<file path="src/hdl/isfp_pkg.sv">
// ----------------------------------------------------------------------------
// isfp_pkg: shared types and constants for the IMU serial frame parser
// Byte codes, frame mode codes and the result record passed between stages.
// ----------------------------------------------------------------------------
`timescale 1ns / 1ps
`default_nettype none

package isfp_pkg;

  localparam int unsigned BYTE_W  = 8;
  localparam int unsigned POS_W   = 4;
  localparam int unsigned MODE_W  = 2;
  localparam int unsigned KIND_W  = 2;
  localparam int unsigned AXIS_W  = 16;
  localparam int unsigned KEPT_BYTES = 6;

  localparam logic [BYTE_W-1:0] HDR_BYTE   = 8'h55;
  localparam logic [BYTE_W-1:0] TYPE_ACC   = 8'h51;
  localparam logic [BYTE_W-1:0] TYPE_GYRO  = 8'h52;
  localparam logic [BYTE_W-1:0] TYPE_ANGLE = 8'h53;

  // Byte positions within a frame
  localparam logic [POS_W-1:0] POS_HDR   = 4'd0;
  localparam logic [POS_W-1:0] POS_TYPE  = 4'd1;
  localparam logic [POS_W-1:0] POS_DATA  = 4'd2;
  localparam logic [POS_W-1:0] POS_CHECK = 4'd10;

  // Frame modes: hunting, or collecting a frame of a given kind
  localparam logic [MODE_W-1:0] MODE_HUNT  = 2'd0;

  // Frame kinds reported on the result
  localparam logic [KIND_W-1:0] KIND_ACC   = 2'd0;
  localparam logic [KIND_W-1:0] KIND_GYRO  = 2'd1;
  localparam logic [KIND_W-1:0] KIND_ANGLE = 2'd2;

  typedef struct packed {
    logic                     valid;
    logic [KIND_W-1:0]        kind;
    logic signed [AXIS_W-1:0] x;
    logic signed [AXIS_W-1:0] y;
    logic signed [AXIS_W-1:0] z;
  } result_t;

endpackage

`default_nettype wire

</file>
<file path="src/hdl/imu_serial_frame_parser_unit.sv">
// ----------------------------------------------------------------------------
// imu_serial_frame_parser_unit: 11-byte IMU serial frame parser
// Finds header/type/payload/checksum frames in a byte stream and reports
// each good frame's kind and three signed 16-bit axis counts.
// ----------------------------------------------------------------------------
// The block takes one received byte per item and accepts a new byte in every
// cycle in which the input register is empty or advancing. A byte passes
// through an input register, the step logic that updates the frame state and
// a result register; a frame's result is loaded there when its checksum byte
// steps, which waits while an earlier result is still held. Sustained rate is
// one byte per cycle; it drops only while a finished result waits in the
// result register and the input register is also full. A frame is 0x55, a
// type byte (0x51 acceleration, 0x52 angular rate, 0x53 angle), eight
// payload bytes and a checksum equal to the low byte of the sum of the ten
// bytes before it. Bytes between the header and a type byte are ignored.
// Frames with a bad checksum produce no item. frame_kind is 0, 1 or 2; the
// axis counts scale as 16 g, 2000 deg/s or 180 deg over 32768.
// ----------------------------------------------------------------------------
`timescale 1ns / 1ps
`default_nettype none

module imu_serial_frame_parser_unit (
  input  wire logic                         clk,
  input  wire logic                         rst,
  input  wire logic                         in_valid,
  output logic                              in_ready,
  input  wire logic [isfp_pkg::BYTE_W-1:0]  rx_byte,
  output logic                              out_valid,
  input  wire logic                         out_ready,
  output logic [isfp_pkg::KIND_W-1:0]        frame_kind,
  output logic signed [isfp_pkg::AXIS_W-1:0] axis_x,
  output logic signed [isfp_pkg::AXIS_W-1:0] axis_y,
  output logic signed [isfp_pkg::AXIS_W-1:0] axis_z
);
  import isfp_pkg::*;

  logic              byte_valid;
  logic [BYTE_W-1:0] byte_q;
  logic              step_en;
  result_t           res;

  // Advance the held byte when the result register is free or draining
  assign step_en  = byte_valid && (!out_valid || out_ready);
  // Take a new byte whenever the input register is empty or advancing
  assign in_ready = !byte_valid || step_en;

  always_ff @(posedge clk) begin
    if (rst) begin
      byte_valid <= 1'b0;
    end else if (in_valid && in_ready) begin
      byte_valid <= 1'b1;
    end else if (step_en) begin
      byte_valid <= 1'b0;
    end
  end

  // Hold the received byte; no reset needed
  always_ff @(posedge clk) begin
    if (in_valid && in_ready) begin
      byte_q <= rx_byte;
    end
  end

  isfp_parser u_parser (
    .clk     (clk),
    .rst     (rst),
    .step_en (step_en),
    .b       (byte_q),
    .res     (res)
  );

  isfp_out_reg u_out_reg (
    .clk        (clk),
    .rst        (rst),
    .load       (step_en),
    .res        (res),
    .out_ready  (out_ready),
    .out_valid  (out_valid),
    .frame_kind (frame_kind),
    .axis_x     (axis_x),
    .axis_y     (axis_y),
    .axis_z     (axis_z)
  );

endmodule

`default_nettype wire

</file>
<file path="src/hdl/isfp_parser.sv">
// ----------------------------------------------------------------------------
// isfp_parser: frame state and per-byte step logic
// Tracks header, type, payload and checksum; emits one result per good frame.
// ----------------------------------------------------------------------------
`timescale 1ns / 1ps
`default_nettype none

module isfp_parser (
  input  wire logic                        clk,
  input  wire logic                        rst,
  input  wire logic                        step_en,
  input  wire logic [isfp_pkg::BYTE_W-1:0] b,
  output isfp_pkg::result_t                res
);
  import isfp_pkg::*;

  logic [MODE_W-1:0] frame_mode, frame_mode_next;
  logic [POS_W-1:0]  byte_position, byte_position_next;
  logic [BYTE_W-1:0] running_sum, running_sum_next;
  logic [BYTE_W-1:0] payload_store [KEPT_BYTES];

  logic              store_en;
  logic [2:0]        store_idx;
  logic [POS_W-1:0]  data_idx;
  logic              is_type;

  assign is_type  = (b == TYPE_ACC) || (b == TYPE_GYRO) || (b == TYPE_ANGLE);
  assign data_idx = byte_position - POS_DATA;
  assign store_idx = data_idx[2:0];

  always_comb begin
    frame_mode_next    = frame_mode;
    byte_position_next = byte_position;
    running_sum_next   = running_sum;
    store_en           = 1'b0;
    res.valid          = 1'b0;
    res.kind           = frame_mode - MODE_W'(1);
    res.x = {payload_store[1], payload_store[0]};
    res.y = {payload_store[3], payload_store[2]};
    res.z = {payload_store[5], payload_store[4]};
    if (frame_mode == MODE_HUNT) begin
      if (byte_position == POS_HDR) begin
        if (b == HDR_BYTE) begin
          running_sum_next   = HDR_BYTE;
          byte_position_next = POS_TYPE;
        end
      end else if (byte_position == POS_TYPE) begin
        // Ignore anything but a type byte; the header stays pending
        if (is_type) begin
          running_sum_next   = running_sum + b;
          frame_mode_next    = b[MODE_W-1:0];
          byte_position_next = POS_DATA;
        end
      end
    end else if (byte_position >= POS_DATA && byte_position < POS_CHECK) begin
      store_en           = (data_idx < POS_W'(KEPT_BYTES));
      running_sum_next   = running_sum + b;
      byte_position_next = byte_position + POS_W'(1);
    end else begin
      // Checksum byte: end the frame either way
      res.valid          = (b == running_sum);
      frame_mode_next    = MODE_HUNT;
      byte_position_next = POS_HDR;
      running_sum_next   = '0;
    end
    res.valid = res.valid & step_en;
  end

  always_ff @(posedge clk) begin
    if (rst) begin
      frame_mode    <= MODE_HUNT;
      byte_position <= POS_HDR;
      running_sum   <= '0;
    end else if (step_en) begin
      frame_mode    <= frame_mode_next;
      byte_position <= byte_position_next;
      running_sum   <= running_sum_next;
    end
  end

  always_ff @(posedge clk) begin
    if (step_en && store_en) begin
      payload_store[store_idx] <= b;
    end
  end

endmodule

`default_nettype wire

</file>
<file path="src/hdl/isfp_out_reg.sv">
// ----------------------------------------------------------------------------
// isfp_out_reg: result register
// Holds one decoded frame until the downstream side takes it.
// ----------------------------------------------------------------------------
`timescale 1ns / 1ps
`default_nettype none

module isfp_out_reg (
  input  wire logic               clk,
  input  wire logic               rst,
  input  wire logic               load,
  input  wire isfp_pkg::result_t  res,
  input  wire logic               out_ready,
  output logic                    out_valid,
  output logic [isfp_pkg::KIND_W-1:0]        frame_kind,
  output logic signed [isfp_pkg::AXIS_W-1:0] axis_x,
  output logic signed [isfp_pkg::AXIS_W-1:0] axis_y,
  output logic signed [isfp_pkg::AXIS_W-1:0] axis_z
);
  import isfp_pkg::*;

  always_ff @(posedge clk) begin
    if (rst) begin
      out_valid <= 1'b0;
    end else if (load && res.valid) begin
      out_valid <= 1'b1;
    end else if (out_ready) begin
      out_valid <= 1'b0;
    end
  end

  always_ff @(posedge clk) begin
    if (load && res.valid) begin
      frame_kind <= res.kind;
      axis_x     <= res.x;
      axis_y     <= res.y;
      axis_z     <= res.z;
    end
  end

endmodule

`default_nettype wire
</file>
<file path="config.mk">
export PLATFORM = sky130hd
export DESIGN_NAME = imu_serial_frame_parser_unit
export DESIGN_NICKNAME = d
export VERILOG_FILES = /design/src/hdl/isfp_pkg.sv /design/src/hdl/imu_serial_frame_parser_unit.sv /design/src/hdl/isfp_parser.sv /design/src/hdl/isfp_out_reg.sv
export SDC_FILE = /design/constraint.sdc
export NUM_CORES = 1
export LEC_CHECK = 0
export BUFFER_PORTS_ARGS = -buffer_cell sky130_fd_sc_hd__buf_2
export CORE_MARGIN = 2
export CORE_UTILIZATION = 40
export CTS_CLUSTER_DIAMETER = 30
export DETAILED_ROUTE_END_ITERATION = 7
export GPL_TIMING_DRIVEN = 0
export SYNTH_ARGS = -nofsm -noshare
export SYNTH_HDL_FRONTEND = slang
export SYNTH_HIERARCHICAL = 1
export SYNTH_SLANG_ARGS = --single-unit
</file>
<file path="constraint.sdc">
create_clock -name clk -period 2.85 [get_ports clk]
set_clock_uncertainty 0.15 [all_clocks]
set_input_delay 0.4275 -clock clk [delete_from_list [all_inputs] [get_ports clk]]
set_output_delay 0.4275 -clock clk [all_outputs]
set_load 0.05 [all_outputs]
</file>
==> impl_metrics.ini <==
[placed_design]
portBuffers = 63
gp_congestion = 0.7678
placed_cell_area_mm2 = 0.005046
place_hpwl_mm = 5.270

[clock_tree]
cts_root_buffer = clkbuf_16
cts.clk_slew.worst_paths_ns = 0.06
insertion_delay_ns = 0.40
h-tree-depth = 4
cts_tree = done
clockBufferDepth = 2
cts_hold_buf = 0
cts.sinks = 122
cts_made_buffers = 17

[sta]
setup_viol = 0
period_share_pct = 91.34
whs_ns = 0.04324
slew_headroom_pct = 56.53
max_freq_ghz = 0.3842
rsz0062_at_grt = no
final_hold_viol_count = 0
min_period_ns = 2.603
slew_violations = 0
worstMarginPinSlew_ns = 0.6490

[detailed_routing]
first_pass_iters = 4
dr.first_iter.drc_count = 159
vias_per_cell = 4.906
vias = 2502
wl_per_cell_um = 16.60
drc_errors = 0
ant_nets = 0
drt_wl_total_mm = 8.468

[cells_and_area]
finalNetCount = 386
nFillCells = 889
register_area_mm2 = 0.003505
final_area_mm2 = 0.005777
syn2layout_area_growth_pct = 26.91
antenna_cells = 0
drive_above_1_share_pct = 31.89
multi_input_area_um2 = 980.9

[worst_setup_path]
critPathRequiredTime_ns = 2.76
rr_startpoint = u_parser/byte_position[1]
cpPeakStageDelay_ns = 0.49
critPathCaptureType = flop
r2r_slack_ns = 0.25
path_cells = ha_1 > a2111o_1 > nand3_2 > or3_1 > inv_1 > and3_1
reg2reg_to = u_parser/payload_store[3][2]
arrival_ns = 2.51
critPathSlowestCell = dfxtp_1
cp-start-kind = flop
worstPathMaxFanout = 10
worst_r2r_path_depth = 6
crit_start = u_parser/byte_position[1]
path_class = reg -> reg

[synth]
ys_top_cells_by_count = 106 x edfxtp_1, 17 x inv_1, 16 x dfxtp_1, 16 x ha_1, 12 x a21oi_1
yosys_warnings = 6
synth_edf_count = 106
synth_area_per_cell_um2 = 16.98
syn-num-nets = 297
syn-cell-area_mm2 = 0.004552
ys_seq_elements = 122
synth_top_area_share_pct = 69.93
ys_seq_area_share_pct = 76.97
synth_top_cell_by_area = edfxtp_1
postSynth.asyncResetShare_pct = 0
synth_flop_cell = edfxtp_1
yosys-top-cells-area = edfxtp_1 70%, dfxtp_1 7.0%, ha_1 4.4%
yosysMostFrequentCell = edfxtp_1
synth_cell_types = 50
synthCells = 268

[global_route]
grt_pass1_vias = 2554
grt_max_degree = 17
track_usage_pct = 14.66
grt_first_pass_wirelength_mm = 13.49
gr-total-overflow = 0
antenna_found_initial = 0

[worst_hold_path]
whs_path_depth = 1
hold_class = in -> reg
min_to = byte_q[4]
holdCritStartpoint = rx_byte[4]

[die]
die_h_um = 110.7
die_w_um = 110.7
rows = 38
initial_utilization_pct = 41.44
io_pins = 64
die_area_mm2 = 0.01225
core_area_mm2 = 0.01098

[status]
outcome = finished clean

[pwr]
max-vdd-ir-drop_mv = 0.6702
pwr_density_cell_mw_per_mm2 = 752.2
p_leak_nw = 2.139
total_power_mw = 4.345

[flow_run]
maxCapViolCount = 0
==> cell type report <==
cell class	count	area share, %
plain buffers	2	0.1516
clock buffers	17	7.364
clock inverters	15	3.834
inverters	17	1.170
multi-input cells	127	16.98
flip-flops and latches	122	60.67
well taps	140	3.032
repair buffers	67	6.411
repair inverters	3	0.3899
==> through the flow <==
step / cells / utilization [%] / TNS [ns] / worst slack (ns)
floorplan: 268 / - / 0 / 0.1089
CTS: 509 / 52.38 / 0 / 0.07366
global placement: 471 / 45.94 / -23.87 / -0.4630
finish: 510 / 52.60 / 0 / 0.2469
global route: 510 / 52.60 / 0 / 0.09169
detailed placement: 471 / 45.94 / -27.53 / -0.5218
==> cells in the final DEF (no fill, tap or decap), types with 3 or more instances in the layout <==
master      instances
o21ai_0            11
nand3b_1            3
inv_1              16
a21o_1              3
a221oi_1            3
a21oi_1            12
nand2_1            10
xnor2_1             5
ha_1               16
nor2_1             10
edfxtp_1          106
buf_2              64
nor4_1              3
and3_1              5
a211oi_1            5
bufinv_16           5
dfxtp_1            15
clkinvlp_4          7
clkbuf_16          17
==> worst max-delay path, delay by kind of cell, from the launching register on <==
family	cells	cell delay, ns
compound gates	1	0.17
simple gates	3	1.11
flops	1	0.49
fa+ha+maj	1	0.21
buf+inv	1	0.13
==> registers in the layout, indices dropped and copies added (netlist names) <==
register	count
u_parser/byte_position	4
byte_q	8
u_parser/frame_mode	2
byte_valid	1
u_out_reg/axis_x	16
u_out_reg/frame_kind	2
u_parser/running_sum	8
u_out_reg/axis_z	16
u_out_reg/out_valid	1
u_out_reg/axis_y	16
u_parser/payload_store	48
==> logic make-up (layout without fill, tap and decap cells) <==
family	Yosys count	after routing	synth area share (%)
flops	122	122	76.97
compound gates	53	53	8.357
simple gates	49	49	6.680
buf+inv	19	121	1.594
fa+ha+maj	17	17	4.838
xor+xnor	7	7	1.347
mux	1	1	0.2199
==> how the worst max path moves through the flow <==
stage                              endpoint  cells past startpoint
6_report       u_parser/payload_store[3][2]                      6
5_1_grt        u_parser/payload_store[3][2]                      7
4_1_cts        u_parser/payload_store[5][2]                      6
3_5_place_dp            u_out_reg/axis_y[5]                      9
3_3_place_gp            u_out_reg/axis_z[4]                      9
2_1_floorplan           u_out_reg/axis_x[0]                      7
==> power by group <==
part,switching [mW],internal (mW)
logic,0.0323,0.0252
clock network,0.759,1.55
registers,0.0325,1.95
total,0.824,3.52
==> metal layers <==
layer | vias up | part of all wire [%] | routed length [um] | GRT usage [%]
li1 | 1212 | - | - | -
met1 | 1197 | 43 | 3601 | 18.08
met2 | 87 | 50 | 4219 | 23.93
met3 | 6 | 6.7 | 568 | 5.030
met4 | 0 | 0.92 | 78 | 5.583
met5 | - | 0 | 0 | 0
==> repair_timing <==
action	in CTS	in global routing
gates cloned	3	0
resized for setup	5	2
endpoints found under the setup margin	58	58
setup buffers	3	1
(Power assumes the default switching activity.)
